### src/rsqr_pkg.sv
package rsqr_pkg;

  localparam int ROB_DEPTH  = 128;
  localparam int SQ_DEPTH   = 32;
  localparam int TICK_WIDTH = 32;
  localparam int LAT_W      = 10;
  localparam int BW_W       = 4;
  localparam logic [BW_W-1:0] BW_RESET = 4'd8;

  localparam int ROB_AW = $clog2(ROB_DEPTH);
  localparam int ROB_CW = $clog2(ROB_DEPTH + 1);
  localparam int ROB_SW = ROB_CW + 1;
  localparam int SQ_AW  = $clog2(SQ_DEPTH);
  localparam int SQ_CW  = $clog2(SQ_DEPTH + 1);
  localparam int SQ_SW  = SQ_CW + 1;

  localparam logic OP_FETCH  = 1'b0;
  localparam logic OP_RETIRE = 1'b1;

  typedef struct packed {
    logic [TICK_WIDTH-1:0] done;
    logic [LAT_W-1:0]      lat;
    logic                  st;
  } rob_entry_t;

  typedef enum logic [2:0] {
    S_IDLE,
    S_SQ_RD,
    S_SQ_CHK,
    S_ROB_RD,
    S_ROB_CHK,
    S_HEAD,
    S_DONE
  } state_t;

  function automatic logic [ROB_AW-1:0] rob_add(input logic [ROB_AW-1:0] base,
                                                 input logic [ROB_CW-1:0] offs);
    logic [ROB_SW-1:0] s;
    s = ROB_SW'(base) + ROB_SW'(offs);
    if (s >= ROB_SW'(ROB_DEPTH)) s = s - ROB_SW'(ROB_DEPTH);
    return s[ROB_AW-1:0];
  endfunction

  function automatic logic [SQ_AW-1:0] sq_add(input logic [SQ_AW-1:0] base,
                                               input logic [SQ_CW-1:0] offs);
    logic [SQ_SW-1:0] s;
    s = SQ_SW'(base) + SQ_SW'(offs);
    if (s >= SQ_SW'(SQ_DEPTH)) s = s - SQ_SW'(SQ_DEPTH);
    return s[SQ_AW-1:0];
  endfunction

endpackage

### src/rsqr_alu.sv
module rsqr_alu
  import rsqr_pkg::*;
(
  input  logic [TICK_WIDTH-1:0] entry_tick,
  input  logic [TICK_WIDTH-1:0] cur_tick,
  input  logic [LAT_W-1:0]      latency,
  output logic                  reached,
  output logic [TICK_WIDTH-1:0] store_tick
);

  assign reached    = (entry_tick <= cur_tick);
  assign store_tick = TICK_WIDTH'(latency) + cur_tick;

endmodule
### config.mk
export PLATFORM = sky130hd
export DESIGN_NAME = rsqr_alu
export DESIGN_NICKNAME = d
export VERILOG_FILES = /design/src/rsqr_pkg.sv /design/src/rsqr_alu.sv
export SDC_FILE = /design/constraint.sdc
export NUM_CORES = 1
export LEC_CHECK = 0
export BUFFER_PORTS_ARGS = -buffer_cell sky130_fd_sc_hd__buf_4
export CORE_MARGIN = 4
export CORE_UTILIZATION = 37
export DETAILED_ROUTE_END_ITERATION = 8
export GPL_TIMING_DRIVEN = 1
export MAX_ROUTING_LAYER = met4
export PLACE_DENSITY = 0.78
export SETUP_SLACK_MARGIN = 0.02
export SLEW_MARGIN = 0
export SYNTH_ARGS = -nofsm -noshare
export SYNTH_HDL_FRONTEND = slang
export SYNTH_SLANG_ARGS = --single-unit
### constraint.sdc
create_clock -name vclk -period 7.5
set_clock_uncertainty 0.05 [all_clocks]
set_input_delay 1.5 -clock vclk [all_inputs]
set_output_delay 1.5 -clock vclk [all_outputs]
set_load 0.02 [all_outputs]
Word level (Yosys, flattened, before mapping):

Cells that the tools add are included.

* add/sub/neg operators: 1
* $lt $le $gt $ge: 1

Operators by type and width (count)
* $add A10 B32 Y32: 1
* $le A32 B32 Y1: 1

* register bits after elaboration: 0
* input port bits: 74
* logic and storage cells: 2

Depth between registers and ports, before layout:

* depth after elaboration: 1
* depth in mapped cells: 8
* depth with buffers taken out: 8

Worst setup path after synthesis:

No wires, ideal clock.

* kind: input port to output port
* from: in cur_tick[0]
* to: out store_tick[20]
* arrival time: 3.427 ns
* data required time: 5.950 ns
* path slack: 2.523 ns
* cell stages on the path: 8
* buffers on the path: 0
* cell sequence: ha_1 > fa_1 > a21oi_1 > o221ai_2 > a41oi_2 > nand4b_4 > nor2_1 > xnor2_1

* cells in the longest elaborated chain, start to end: 1

Ends and longest elaborated chain
* start, declared: RTL line rsqr_alu.sv:5 `input logic [TICK_WIDTH-1:0] cur_tick,`
* $add A10 B32 Y32: RTL line rsqr_alu.sv:12 `assign store_tick = TICK_WIDTH'(latency) + cur_tick;`
* end, declared: RTL line rsqr_alu.sv:8 `output logic [TICK_WIDTH-1:0] store_tick`

No other way between the ends.

Final worst setup path:

* from: in cur_tick[0]
* to: out store_tick[28]

Same word-level chain as after synthesis.

==> results by group <==
Placed design
  • RePlAce Congestion: around 0.88
  • Dpl cell area: 2482 µm²
  • Port bufs: about 110
  • Placed Instances: between 300 and 400
  • Dpl hpwl: 4619 µm

Timing
  • Slew HR: 0.6993
  • Slew @ Worst Pin: around 0.45 ns
  • RSZ-0062 raised after global routing: no
  • Hold Slack: roughly 3.2 ns
  • Period utilisation layout: 0.6981
  • Final hold violations: 0
  • Final setup violation count: 0
  • Peak Freq: roughly 190 MHz
  • Crit path time final: 5.236 ns
  • Setup TNS: 0 ns
  • Final Max Tran Viols: 0

Finish
  • Layout cells sized above 1: 0.3549
  • Sequential Area: 0 µm²
  • Design area: 2482 µm²
  • Ant. Diodes: 0
  • Layout overhead on the synthesized area: 52.62%
  • Fill count: between 300 and 400
  • Fin cells: between 300 and 400
  • Clock Buffer Count: 0
  • Seq Cell Count: 0
  • Final-stage net count: 443

Pwr
  • Worst vdd ir: between 50 and 60 µV
  • P_leak: 1.312 nW
  • Tot Pwr: roughly 0.18 mW
  • Pwr Density: between 70 and 80 nW/µm²

Clock network
  • Hold Buf Count CTS: 0
  • CTS resizes: 0
  • Setup Buffers After CTS: 0

Synth
  • Commonest cells in the netlist: ha_1, inv_1, xnor2_1
  • Mean Syn Cell Area: 7.427 µm²
  • Synth area leader: ha_1
  • YS warnings: 0
  • Sequential area share after synthesis: 0
  • Net count after synthesis: approximately 340
  • Synthesized area: 1627 µm²
  • Synth cell types: 33
  • Count leader, synth: ha_1
  • Synth Instances: between 200 and 250
  • Top cell type's share of synthesized area: 0.3231
  • Top cells by area, synth: ha_1, xnor2_1, inv_1, a21oi_1, nand3_1

Critical path
  • Crit path buffers/inverters: 2
  • Slowest cell on the critical path: fa_1
  • Worst-path cell chain: buf_4, ha_1, fa_1, a21oi_1, o221ai_2, a41oi_2, nand4b_4, nor2_1, xnor2_1, buf_4
  • CP max stage delay: roughly 0.40 ns
  • Critical Path Source Type: input port
  • Most Frequent Cell on Critical Path: buf_4
  • Critical path startpoint: cur_tick[0]
  • CP Class: in2out
  • CP top delay family: compound AO/OA/AOI/OAI gates
  • CP Capture Type: output port
  • Worst path required time: 5.95 ns
  • Critical Path AT: 3.69 ns
  • Critical path peak fanout: 6

Global route
  • GRT Total Usage: 0.1842
  • Most Crowded Layer GR: met2
  • Met1 Use GR: 0.2376
  • Number of global-route vias before repair: between 1500 and 2000
  • Grt ovf: 0
  • Met2 usage: 0.3337
  • Met3 usage: 0.005405
  • Global-route wire length before repair: 8183 µm
  • Initial antenna violation count: 0
  • Largest net degree at the start of global routing: 12

Job
  • Max cap viols: 0

Status
  • Status: finished clean

Floorplanning
  • Die ar.: roughly 5500 µm²
  • Top Ports: ~110
  • Core area: about 4100 µm²
  • Initial Utilization: 0.3953
  • Die Wd: around 74 µm
  • Die Height: between 70 and 80 µm
  • # rows: 23

Drt
  • Post-Route WL: ~5000 µm
  • Initial DRT Pass Iterations: 4
  • Wirelength per Cell: between 10 and 15 µm
  • Post-DRT Antenna Nets: 0
  • Drt initial violations: 49
  • Drc violations: 0
  • Vias: around 1900
  • DR vias/cell: between 5 and 6

Hold path
  • Hold Crit Start: cur_tick[17]
  • HP Class: in2out
[report_power, final]
part / switching (mW) / internal, mW / leakage [nW]
registers: 0 / 0 / 0
logic: 0.0928 / 0.0854 / 1.31
clock network: 0 / 0 / 0
total: 0.0928 / 0.0854 / 1.31
[worst paths after layout]
path | to | cells after the start | slack [ns]
worst max-delay path | store_tick[28] | 10 | 2.26
worst min-delay path | store_tick[17] | 3 | 3.25
[routing by layer]
metal	vias to the layer above	part of all wire
met4	0	0.0056
met5	-	0
li1	997	-
met1	847	0.44
met3	2	0.079
met2	74	0.47
[cell type report]
class / instances / area, µm² / share of cell area
multi-input combinational: 184 / 1493 / 0.6013
timing repair buffer: 107 / 803.3 / 0.3236
inverter: 33 / 123.9 / 0.04990
tap: 50 / 62.56 / 0.02520
[through the flow]
step                      utilization  setup slack, ns
after floorplan                     -            2.523
after global placement         0.6032            2.326
after detailed placement       0.6032            2.268
after CTS                      0.6032            2.263
after global routing           0.6032            2.103
final                          0.6032            2.264
[cell families after synthesis]
family	Yosys count	share of synthesized area
simple gates	72	0.2646
fa+ha+maj	43	0.3354
compound gates	39	0.1562
buf+inv	35	0.08231
xor+xnor	30	0.1615
[cell usage in the layout (no fill, tap or decap)]
master / count
o221ai_2: 1
buf_4: 107
o21ai_1: 1
a221o_1: 1
a211o_1: 1
xnor2_1: 27
o211ai_1: 1
nand4_1: 10
a21boi_0: 1
ha_1: 42
fa_1: 1
nand2_1: 19
nor4_1: 3
xor2_1: 3
inv_1: 33
a211oi_1: 3
nor4_2: 2
and3_1: 2
a21oi_1: 20
a41oi_2: 1
o21ai_0: 3
nor4_4: 2
nor2_1: 7
o311ai_0: 1
nor3_1: 4
o31ai_1: 1
nand4b_4: 1
nor3_2: 1
a21o_1: 4
nand3b_1: 1
and4_1: 2
nor2b_1: 2
nand3_1: 16
No activity file was read; power rests on OpenSTA's default activity.
