### src/rsqr_ram.sv
module rsqr_ram #(
  parameter int WIDTH = 8,
  parameter int DEPTH = 16
) (
  input  logic                     clk,
  input  logic                     we,
  input  logic [$clog2(DEPTH)-1:0] waddr,
  input  logic [WIDTH-1:0]         wdata,
  input  logic [$clog2(DEPTH)-1:0] raddr,
  output logic [WIDTH-1:0]         rdata
);

  logic [WIDTH-1:0] mem [DEPTH];

  always_ff @(posedge clk) begin
    if (we) begin
      mem[waddr] <= wdata;
    end
    rdata <= mem[raddr];
  end

endmodule

### config.mk
export PLATFORM = sky130hd
export DESIGN_NAME = rsqr_ram
export DESIGN_NICKNAME = d
export VERILOG_FILES = /design/src/rsqr_ram.sv
export SDC_FILE = /design/constraint.sdc
export NUM_CORES = 1
export LEC_CHECK = 0
export BUFFER_PORTS_ARGS = -buffer_cell sky130_fd_sc_hd__buf_4
export CAP_MARGIN = 20
export CORE_UTILIZATION = 37
export DETAILED_ROUTE_END_ITERATION = 10
export HOLD_SLACK_MARGIN = 0.08
export PLACE_DENSITY_LB_ADDON = 0.05
export SETUP_SLACK_MARGIN = 0.5
export SLEW_MARGIN = 20
export SYNTH_ARGS = -nofsm -noshare
export SYNTH_HDL_FRONTEND = slang
export SYNTH_SLANG_ARGS = --single-unit
### constraint.sdc
create_clock -name clk -period 3.45 [get_ports clk]
set_input_delay 0.345 -clock clk [delete_from_list [all_inputs] [get_ports clk]]
set_output_delay 0.345 -clock clk [all_outputs]
set_load 0.01 [all_outputs]
* Yosys cells after proc, flatten, opt, wreduce, memory -nomap -nowiden *
Memory sizes are Yosys's and may differ from the RTL's. A register that Yosys moved wholly into a read port is not among the register bits.
Cells that the tools add are included.

word-level totals
  output and inout port bits = 8
  bits in latches = 0
  RAM bits = 128
  word-level logic and storage cells = 3
  memories kept = 1
  bits of input ports = 18
  bits in read-only memories = 0
  flip-flop bits (word level) = 0

cells by class
  divide/modulo/power cells = 0
  magnitude comparators = 0
  reductions and logical operators = 0
  multipliers = 0
  shifts and indexed selects = 0
  equality and inequality tests = 0
  mux-type cells = 2
  bitwise logic cells = 0
  $add $sub $neg = 0

memories
  name  words  bits a word  rd ports  clocked after Yosys merged registers in  write ports  RTL line  source
  mem   16     8            1         1                                        1            13        logic [WIDTH-1:0] mem [DEPTH];

operators by type and width
  kind     number
  $mux W1  2

* Logic depth before layout (Yosys ltp) *
Gate-level depths: netlist (run 1).

  depth after elaboration = 2
  depth in mapped cells = 5
  gate-level depth less buffers = 3

* Worst setup path after synthesis (run 1) *
No wires, ideal clock.

  path kind = input port to flip-flop
  start point = input waddr[2]
  end point = memory mem[0][0] (enable)
  cell stages on the path = 2
  data required time = 3067 ps
  arrival = 1455 ps
  path buffers = 0
  setup time = 383 ps
  slack = 1612 ps
  cells stage by stage = or3b_2 -> nor3_1

RTL lines
  what             RTL line  source
  start, declared  7         input logic [$clog2(DEPTH)-1:0] waddr,
  end, declared    13

Straight into the memory's write port.

* Worst setup path in the final report (run 1) *
  start point = input waddr[2]
  end point = memory mem[3][3] (enable)

Straight into the memory's write port.

==> summary.md, run 1 <==
| Metric | Value |
|---|---|
| Overall power | `~3.6 mW` |
| Clock slew at reported path FFs | `around 0.050 ns` |
| Worst r2r path cells | `3` |
| CORE AREA | `roughly 13,000 µm²` |
| Post-synthesis async set-or-reset flop share | `0%` |
| P_sw | `a little over 0.7 mW` |
| Primary FF master, synth | `edfxtp_1` |
| Hold Startpoint | `wdata[5]` |
| Initial antenna violation count | `0` |
| Comb power frac | `under 10%` |
| GP Congestion | `about 0.7` |
| Depth of the CTS H-tree | `4` |
| Syn Inst Count | `~230` |
| Relative slew slack | `between 30% and 40%` |
| Measured slew at the worst slew-check pin | `0.991 ns` |
| Mapped Avg Cell Area | `22.5 µm²` |
| Number of detailed-routing iterations run before antenna repair | `4` |
| Max IR drop VDD | `about 320 µV` |
| CTS hold repair buffers | `0` |
| Vias in the first global route | `between 2,000 and 2,500` |
| Area of the multi-input gates | `1060 µm²` |
| Setup Skew | `about 0.0062 ns` |
| Core Util, Final | `44.8%` |
| Reg power frac | `around half` |
| Post-synth EDFFs | `around 130` |
| Sw Share | `between 10% and 20%` |
| FF-to-FF End | `rdata[2]` |
| # nets final | `approximately 290` |
| Tcrit/Tclk final | `48.1%` |
| Drt wl/cell | `23.1 µm` |
| First-pass GRT wire length | `15,600 µm` |
| Area leader, netlist | `edfxtp_1` |
| # Max-Cap Violations | `0` |
| Dpl cell area | `around 5500 µm²` |
| Most numerous cell in the Yosys netlist | `edfxtp_1` |
| # fillers | `1,166` |
| Fraction of layout cells with a size suffix above 1 | `24.4%` |
| I/O pins | `26` |
| Clk buf depth | `2` |
| Die Area | `14,400 µm²` |
| Crit path from | `waddr[2]` |
| Setup Viol. Count Final | `0` |
| Routed Antenna Nets | `0` |
| Status | `finished, final reports clean` |
| Vias | `2,335` |
| CTS tree | `done` |
| CP Class | `in -> reg` |
| Min-Delay Endpoint | `mem[3][5]` |
| Register Area | `4000 µm²` |
| Fin. max-slew vios | `0` |
| Gr usage total | `about 16%` |
| DRC errors left | `0` |
| Die Height | `~120 µm` |
| Synth area leaders | `edfxtp_1 (75%), mux4_2 (7.9%), mux4_1 (7.1%)` |
| Syn_nets | `247` |
| Total wire length | `between 10,000 and 15,000 µm` |
| Hold Crit Depth | `1` |
| Fin. Hold Viols | `0` |
| RSZ-0062 raised after global routing | `no` |
| HPWL Detailed | `~6600 µm` |
| Inst Count DP | `~420` |
| Syn. warnings | `0` |
| Pin count of the biggest net entering global routing | `33` |
| Power per Cell Area | `601 nW/µm²` |
| Count of different cell masters after synthesis | `19` |
| Detailed router's first-iteration violation count | `185` |
| Chip Width | `between 100 and 150 µm` |
| Reg-to-reg startpoint | `mem[5][2]` |
| Post-CTS Resized | `0` |
| GRT Residual Overflow | `0` |
| Int Pwr | `approximately 2.9 mW` |
| Root Buffer | `clkbuf_16` |
| Sequential area share after synthesis | `roughly 80%` |
| I/O Buffers | `25` |
| Final Critical Period | `about 1.7 ns` |
| TNS Setup | `0 ns` |
| Clock sinks | `roughly 140` |
| Inserted Clock Buffers | `17` |
| Num rows | `42` |
| FF-to-FF setup slack | `just over 2 ns` |
| Top cells by count, synth | `edfxtp_1 (128), mux4_2 (18), a22oi_1 (16)` |
| Pleak | `around 2 nW` |
| CP Data Required Time | `3.48 ns` |
| Hold crit path type | `in -> reg` |
| Clk_lat worst skew | `0.41 ns` |
| Fmax achieved | `approximately 0.6 GHz` |
| Clock power share | `43.5%` |
| CP max FO | `8` |
| Netlist Area Pre-Place | `just over 5000 µm²` |
| # diodes | `0` |
| Initial Util | `between 30% and 40%` |
| Post-synth top area share | `74.7%` |
| CP Capture Type | `flop` |
| Post-route cell area | `6010 µm²` |
| Synthesis-stage register bit count | `136` |
| Crit path arrival time | `roughly 1.7 ns` |
| Vias per inst | `~5.1` |
| Crit path launch type | `input port` |
| Syn-to-layout area delta | `16.7%` |
| Final cell count without fillers | `approximately 460` |
| Setup bufs post-CTS | `0` |
## layout make-up
| type | instances | area share, % |
|---|---|---|
| Timing Repair Buffer | 29 | 3.63 |
| Sequential cell | 136 | 66.7 |
| Tap cell | 176 | 3.67 |
| Clock inverter | 6 | 0.854 |
| Clock buffer | 25 | 7.58 |
| Multi-Input combinational cell | 83 | 17.6 |
## state kept, by name, indices dropped and copies added, names as in the netlist
signal and flops:
mem 128, rdata 8
## metal layers
layer	vias to the layer above	part of all wire, %	track usage, %
met3	5	5.9	4.61
met1	1211	47	23.4
li1	1047	-	-
met2	72	46	23.3
met4	0	0.92	6.56
met5	-	0	0
## worst max-delay path, stage by stage
cell,delay (ns)
buf_4,0.12
or3b_2,0.51
nor2_1,0.71
## metrics by stage
step | hold WS, ns | setup slack (ns)
2_1_floorplan | 0.444 | 1.61
3_3_place_gp | 0.654 | 1.33
3_5_place_dp | 0.661 | 1.32
4_1_cts | 0.239 | 1.76
5_1_grt | 0.254 | 1.69
6_report | 0.248 | 1.79
## cell families (layout without fill, tap and decap cells)
family / count (synthesis) / in the layout / synth area share, %
AOI/OAI and AO/OA: 16 / 16 / 2.33
buffers and inverters: 10 / 60 / 1.68
DFF: 136 / 136 / 77.8
muxes: 32 / 32 / 15.0
and+or+nand+nor: 35 / 35 / 3.18
## cell usage in the layout (no fill, tap or decap), drive strengths merged, types with 2 or more instances in the layout
cell type,Yosys,routed
edfxtp,128,128
nand3b,2,2
clkbuf,0,25
clkinv,0,5
nand2,9,9
nand2b,2,2
mux4,32,32
nor2,13,13
nor3,4,4
dfxtp,8,8
a22oi,16,16
buf,7,29
## power by group through the flow
stage	clock [mW]	sequential, mW	combinational [mW]
6_report	1.57	1.86	0.178
5_1_grt	1.66	1.87	0.195
4_1_cts	1.60	1.86	0.184
3_5_place_dp	0	1.90	0.184
3_3_place_gp	0	1.90	0.184
2_1_floorplan	0	1.89	0.0938
## how the worst max path moves through the flow
stage | cells after the start | slack (ns) | end
final | 3 | 1.79 | mem[3][3]
after global routing | 4 | 1.69 | rdata[2]
after CTS | 3 | 1.76 | mem[3][3]
after detailed placement | 3 | 1.32 | mem[3][3]
after global placement | 4 | 1.33 | rdata[2]
after floorplan | 2 | 1.61 | mem[0][0]
Power figures use the tool's default switching activity.
==> run 2: changes to the inputs <==
==> constraint.sdc (replaced) <==
create_clock -name clk -period 1.5 [get_ports clk]
set_input_delay 0.15 -clock clk [delete_from_list [all_inputs] [get_ports clk]]
set_output_delay 0.15 -clock clk [all_outputs]
set_load 0.01 [all_outputs]
==> summary.md, run 2 (synthesis results as in run 1) <==
| Metric | Value |
|---|---|
| Fin. max-slew vios | `0 (unchanged)` |
| Syn-to-layout area delta | `25.8%` |
| Detailed router's first-iteration violation count | `128 (-31%)` |
| Final Critical Period | `between 1 and 1.5 ns` |
| Hold crit path type | `in -> reg` |
| Total wire length | `10,600 µm (+1.3%)` |
| Drt wl/cell | `22.2 µm (-3.8%)` |
| Initial Util | `38.4% (unchanged)` |
| Clock slew at reported path FFs | `0.05 ns (about the same)` |
| Pleak | `2.10 nW (+6.1%)` |
| Die Area | `14,400 µm² (unchanged)` |
| Root Buffer | `clkbuf_16` |
| Routed Antenna Nets | `0 (unchanged)` |
| Clk_lat worst skew | `0.41 ns (about the same)` |
| Most frequent cells in the layout | `edfxtp_1 (128), mux4_2 (31), buf_4 (23), clkbuf_16 (17), buf_12 (14)` |
| Clock sinks | `136 (unchanged)` |
| Gr usage total | `16.6% (+0.33 points)` |
| Clk buf depth | `2 (unchanged)` |
| Crit path arrival time | `1.55 ns (-0.14 ns)` |
| HPWL Detailed | `6730 µm (+2.5%)` |
| CTS tree | `done` |
| Die Height | `120 µm (unchanged)` |
| Pin count of the biggest net entering global routing | `17 (-48%)` |
| Chip Width | `120 µm (unchanged)` |
| GP Congestion | `0.689 (-0.14%)` |
| # fillers | `1,110 (-4.8%)` |
| Core Util, Final | `48.3% (+3.5 points)` |
| Max reg flops | `128 (unchanged)` |
| Vias | `2,391 (+2.4%)` |
| Number of detailed-routing iterations run before antenna repair | `7 (+3)` |
| CP max FO | `1 (-7)` |
| Fin. Hold Viols | `0 (unchanged)` |
| I/O pins | `26 (unchanged)` |
| GRT Residual Overflow | `0 (unchanged)` |
| CP Capture Type | `flop` |
| # nets final | `308 (+8.1%)` |
| First-pass GRT wire length | `16,200 µm (+3.8%)` |
| CP Class | `reg -> reg` |
| Inserted Clock Buffers | `17 (unchanged)` |
| Vias per inst | `4.99 (-2.7%)` |
| Hold Slack | `0.283 ns (+0.0347 ns)` |
| Status | `finished, final reports clean` |
| Max IR drop VDD | `793 µV (+150%)` |
| # Max-Cap Violations | `0 (unchanged)` |
| DRC errors left | `0 (unchanged)` |
| Power per Cell Area | `1280 nW/µm² (+110%)` |
| Crit path launch type | `flop` |
| Post-route cell area | `6470 µm² (+7.8%)` |
| CP Data Required Time | `1.79 ns (-1.69 ns)` |
| I/O Buffers | `25 (unchanged)` |
| Num rows | `42 (unchanged)` |
| Biggest regs | `mem (128), rdata (8)` |
| Tcrit/Tclk final | `83.9%` |
| Depth of the CTS H-tree | `4 (unchanged)` |
| Most common library cell in the layout ignoring fill and taps | `edfxtp_1` |
| Overall power | `8.27 mW (+130%)` |
| Setup Skew | `0.00620 ns (-0.00000258 ns)` |
| CORE AREA | `13,400 µm² (unchanged)` |
| Dpl cell area | `5840 µm² (+6.1%)` |
| Relative slew slack | `33.8% (+0.084 points)` |
| Top reg by flops | `mem` |
| # diodes | `0 (unchanged)` |
| Measured slew at the worst slew-check pin | `0.992 ns (+0.000354 ns)` |
| RSZ-0062 raised after global routing | `yes` |
| Fmax achieved | `between 0.7 and 0.8 GHz` |
| Fraction of layout cells with a size suffix above 1 | `40.6% (+16 points)` |
| Setup Viol. Count Final | `0 (unchanged)` |
| Initial antenna violation count | `0 (unchanged)` |
| Vias in the first global route | `2,642 (+11%)` |
-- run 2: cell types whose count changed in the layout (fill, tap and decap cells not counted), moves of 5 or more --
cell,before,now
buf_12,0,14
mux4_1,14,1
mux4_2,18,31
nor2_1,13,3
a22oi_1,16,8
a22oi_2,0,8
dlygate4sd3_1,0,8
buf_6,0,7
dfxtp_1,8,1
dfxtp_2,0,7
buf_4,29,23
nor2_2,0,5
nor2_4,0,5
-- run 2: path summary, 6_finish.rpt --
kind	to	cells past startpoint	from	slack (ns)
worst min register to register	rdata[2]	3	mem[7][2]	0.68
worst max register to register	rdata[0]	3	mem[15][0]	0.24
worst min-delay path	mem[0][7]	3	waddr[1]	0.28
worst max-delay path	rdata[0]	3	mem[15][0]	0.24
-- run 2: worst max-delay path: stages (launching register included) --
cell and delay (ns):
edfxtp_1 0.38, mux4_2 0.50, a22oi_2 0.18, nand2_1 0.08
-- run 2: routing by layer --
layer  global-route usage [%]  vias up  part of all wire, %
met2                     26.4       48                   50
li1                         -     1084                    -
met5                        0        -                    0
met3                     4.99        9                  3.3
met1                     21.2     1250                   46
met4                     7.03        0                  1.1
-- run 2: repair_timing --
item,CTS,global route
resized for setup,20,2
hold buffers,8,0
setup buffers,0,0
setup endpoints to repair,16,16
pin swaps,3,1
endpoints found under the hold margin,128,0
-- run 2: power breakdown --
group | total [mW] | switching (mW) | internal [mW] | leakage, nW
sequential | 4.29 | 0.0333 | 4.26 | 1.22
clock | 3.45 | 1.39 | 2.06 | 0.233
combinational | 0.528 | 0.264 | 0.264 | 0.644
total | 8.27 | 1.68 | 6.58 | 2.10
-- run 2: metrics by stage --
stage,TNS [ns],instances,setup WS (ns)
2_1_floorplan,0,229,0.247
3_3_place_gp,-0.0792,439,-0.0675
3_5_place_dp,-0.0944,439,-0.0875
4_1_cts,0,479,0.224
5_1_grt,0,479,0.188
6_report,0,479,0.241
-- run 2: final cells by class --
class,instances,area [µm²],share of cell area [%]
Timing Repair Buffer,52,612,9.45
Multi-Input combinational cell,83,1150,17.7
Sequential cell,136,4010,62.0
Clock inverter,8,31.3,0.483
Clock buffer,24,452,6.98
Tap cell,176,220,3.40
==> run 3: changes to the inputs <==
==> constraint.sdc (replaced) <==
create_clock -name clk -period 1.1 [get_ports clk]
set_input_delay 0.11 -clock clk [delete_from_list [all_inputs] [get_ports clk]]
set_output_delay 0.11 -clock clk [all_outputs]
set_load 0.01 [all_outputs]
==> summary.md, run 3 (synthesis results as in run 1) <==
| Metric | Value |
|---|---|
| Status | `finished, violations left` |
| Failing checks | `setup timing` |
| Drt wl/cell | `21.0 µm (-5.2%)` |
| Post-route cell area | `6830 µm² (+5.4%)` |
| Die Area | `14,400 µm² (unchanged)` |
| Hold Crit Depth | `1 (-2)` |
| Tcrit/Tclk final | `116% (+32 points)` |
| Reg power frac | `48.3% (-3.6 points)` |
| CORE AREA | `13,400 µm² (unchanged)` |
| First-pass GRT wire length | `15,900 µm (-1.3%)` |
| Inserted Clock Buffers | `17 (unchanged)` |
| Gr usage total | `16.1% (-0.57 points)` |
| Vias in the first global route | `2,634 (-0.30%)` |
| Setup Skew | `0.00618 ns (-0.0000188 ns)` |
| Total wire length | `10,200 µm (-3.7%)` |
| Crit-path slowest cell | `mux4_2` |
| Clock sinks | `136 (unchanged)` |
| Detailed router's first-iteration violation count | `167 (+30%)` |
| Register Area | `4010 µm² (about the same)` |
| Routed Antenna Nets | `0 (unchanged)` |
| Initial antenna violation count | `0 (unchanged)` |
| # nets final | `316 (+2.6%)` |
| Vias | `2,426 (+1.5%)` |
| Clk buf depth | `2 (unchanged)` |
| Top reg by flops | `mem` |
| Clock power share | `45.1% (+3.4 points)` |
| GRT Residual Overflow | `0 (unchanged)` |
| Fin. max-slew vios | `0 (unchanged)` |
| CP Class | `reg -> reg` |
| # diodes | `0 (unchanged)` |
| CP Capture Type | `flop` |
| Pre-CTS setup slack | `-0.421 ns (-0.333 ns)` |
| Depth of the CTS H-tree | `4 (unchanged)` |
| Setup Viol. Count Final | `8 (+8)` |
| Initial Util | `38.4% (unchanged)` |
| Max IR drop VDD | `1040 µV (+31%)` |
| Final Worst Setup Slack | `-0.177 ns (-0.418 ns)` |
| Pin count of the biggest net entering global routing | `21 (+4)` |
| RSZ-0062 raised after global routing | `yes` |
| I/O pins | `26 (unchanged)` |
| Vias per inst | `4.98 (-0.20%)` |
| Int Pwr | `9.72 mW (+48%)` |
| Measured slew at the worst slew-check pin | `0.917 ns (-0.0751 ns)` |
| Relative slew slack | `38.7% (+4.9 points)` |
| Syn-to-layout area delta | `32.6%` |
| Area of the multi-input gates | `1220 µm² (+6.6%)` |
| Most frequent cells in the layout | `edfxtp_1 (128), mux4_2 (31), buf_12 (22), buf_4 (19), buf_6 (18)` |
| Clk_lat worst skew | `0.40 ns (about the same)` |
| Final Critical Period | `1.28 ns (+0.0180 ns)` |
| Max reg flops | `128 (unchanged)` |
| CP max FO | `1 (unchanged)` |
| Ordered list of cells on the worst path | `mux4_2 -> a22oi_2 -> nand2_1` |
| # Max-Cap Violations | `0 (unchanged)` |
| Number of detailed-routing iterations run before antenna repair | `4 (-3)` |
| DRC errors left | `0 (unchanged)` |
| Comb power frac | `6.6% (+0.2 points)` |
| Crit path arrival time | `1.56 ns (about the same)` |
| CTS tree | `done` |
| GP Congestion | `0.673 (-2.4%)` |
| Die Height | `120 µm (unchanged)` |
| Chip Width | `120 µm (unchanged)` |
| HPWL Detailed | `6690 µm (-0.55%)` |
| P_sw | `2.36 mW (+40%)` |
| Num rows | `42 (unchanged)` |
| Dpl cell area | `6070 µm² (+4.0%)` |
| Fraction of layout cells with a size suffix above 1 | `49.2% (+8.6 points)` |
| Crit path largest cell delay | `0.49 ns (about the same)` |
| Fin. Hold Viols | `0 (unchanged)` |
| CP Data Required Time | `1.38 ns (-0.41 ns)` |
| Root Buffer | `clkbuf_16` |
| Crit path launch type | `flop` |
| I/O Buffers | `25 (unchanged)` |
| Clock slew at reported path FFs | `0.06 ns (about the same)` |
| Pleak | `2.25 nW (+7.3%)` |
| Power per Cell Area | `1770 nW/µm² (+39%)` |
| Worst r2r path cells | `3 (unchanged)` |
| # fillers | `1,094 (-1.4%)` |
| Sw Share | `19.5% (-0.83 points)` |
| Most common library cell in the layout ignoring fill and taps | `edfxtp_1` |
| Hold crit path type | `in -> reg` |
| Biggest regs | `mem (128), rdata (8)` |
| Fmax achieved | `0.783 GHz (-1.4%)` |
-- run 3: worst max-delay path: cells and delay by family, from the launching register on --
kind | cells | cell delay (ns)
AND/OR/NAND/NOR | 1 | 0.08
AO/OA/AOI/OAI | 1 | 0.19
flip-flops | 1 | 0.40
multiplexers | 1 | 0.49
-- run 3: repair_timing --
item,in CTS,in global routing
resized for setup,35,7
gates cloned,0,0
endpoints found under the setup margin,138,144
buffers inserted,2,2
pin swaps,9,3
hold endpoints to repair,128,128
-- run 3: power groups by stage --
stage	sequential, mW	combinational (mW)	clock (mW)
floorplan	5.94	0.351	0
global placement	5.94	0.731	0
detailed placement	5.94	0.739	0
CTS	5.84	0.802	5.55
global route	5.85	0.857	5.78
finish	5.84	0.794	5.45
-- run 3: metrics by stage --
step | TNS, ns | util [%] | std cells | total power, mW | hold WS (ns)
3_3_place_gp | -16.25 | 45.3 | 451 | 6.67 | 0.426
6_report | -1.12 | 50.9 | 487 | 12.1 | 0.0109
2_1_floorplan | -2.92 | - | 229 | 6.29 | 0.209
5_1_grt | -1.62 | 50.9 | 487 | 12.5 | 0.0175
4_1_cts | -1.22 | 50.7 | 485 | 12.2 | 0.0122
3_5_place_dp | -16.86 | 45.3 | 451 | 6.68 | 0.436
-- run 3: final timing paths --
check | from | to | slack (ns)
worst min register to register | mem[0][0] | rdata[0] | 0.68
worst max register to register | mem[15][5] | rdata[5] | -0.18
worst max-delay path | mem[15][5] | rdata[5] | -0.18
worst min-delay path | wdata[6] | mem[4][6] | 0.01
-- run 3: metal layers --
layer	vias up	global-route usage (%)	part of all wire (%)
met5	-	0	0
met4	0	5.63	0.76
met3	6	4.28	2.9
met2	43	26.4	53
met1	1278	20.5	44
li1	1099	-	-
-- run 3: area by class of cell --
class / instances / share of cell area [%]
clock buffer: 20 / 6.40
sequential: 136 / 58.8
clock inverter: 12 / 1.94
multi-input combinational: 83 / 17.9
timing repair buffer: 60 / 11.7
tap: 176 / 3.23
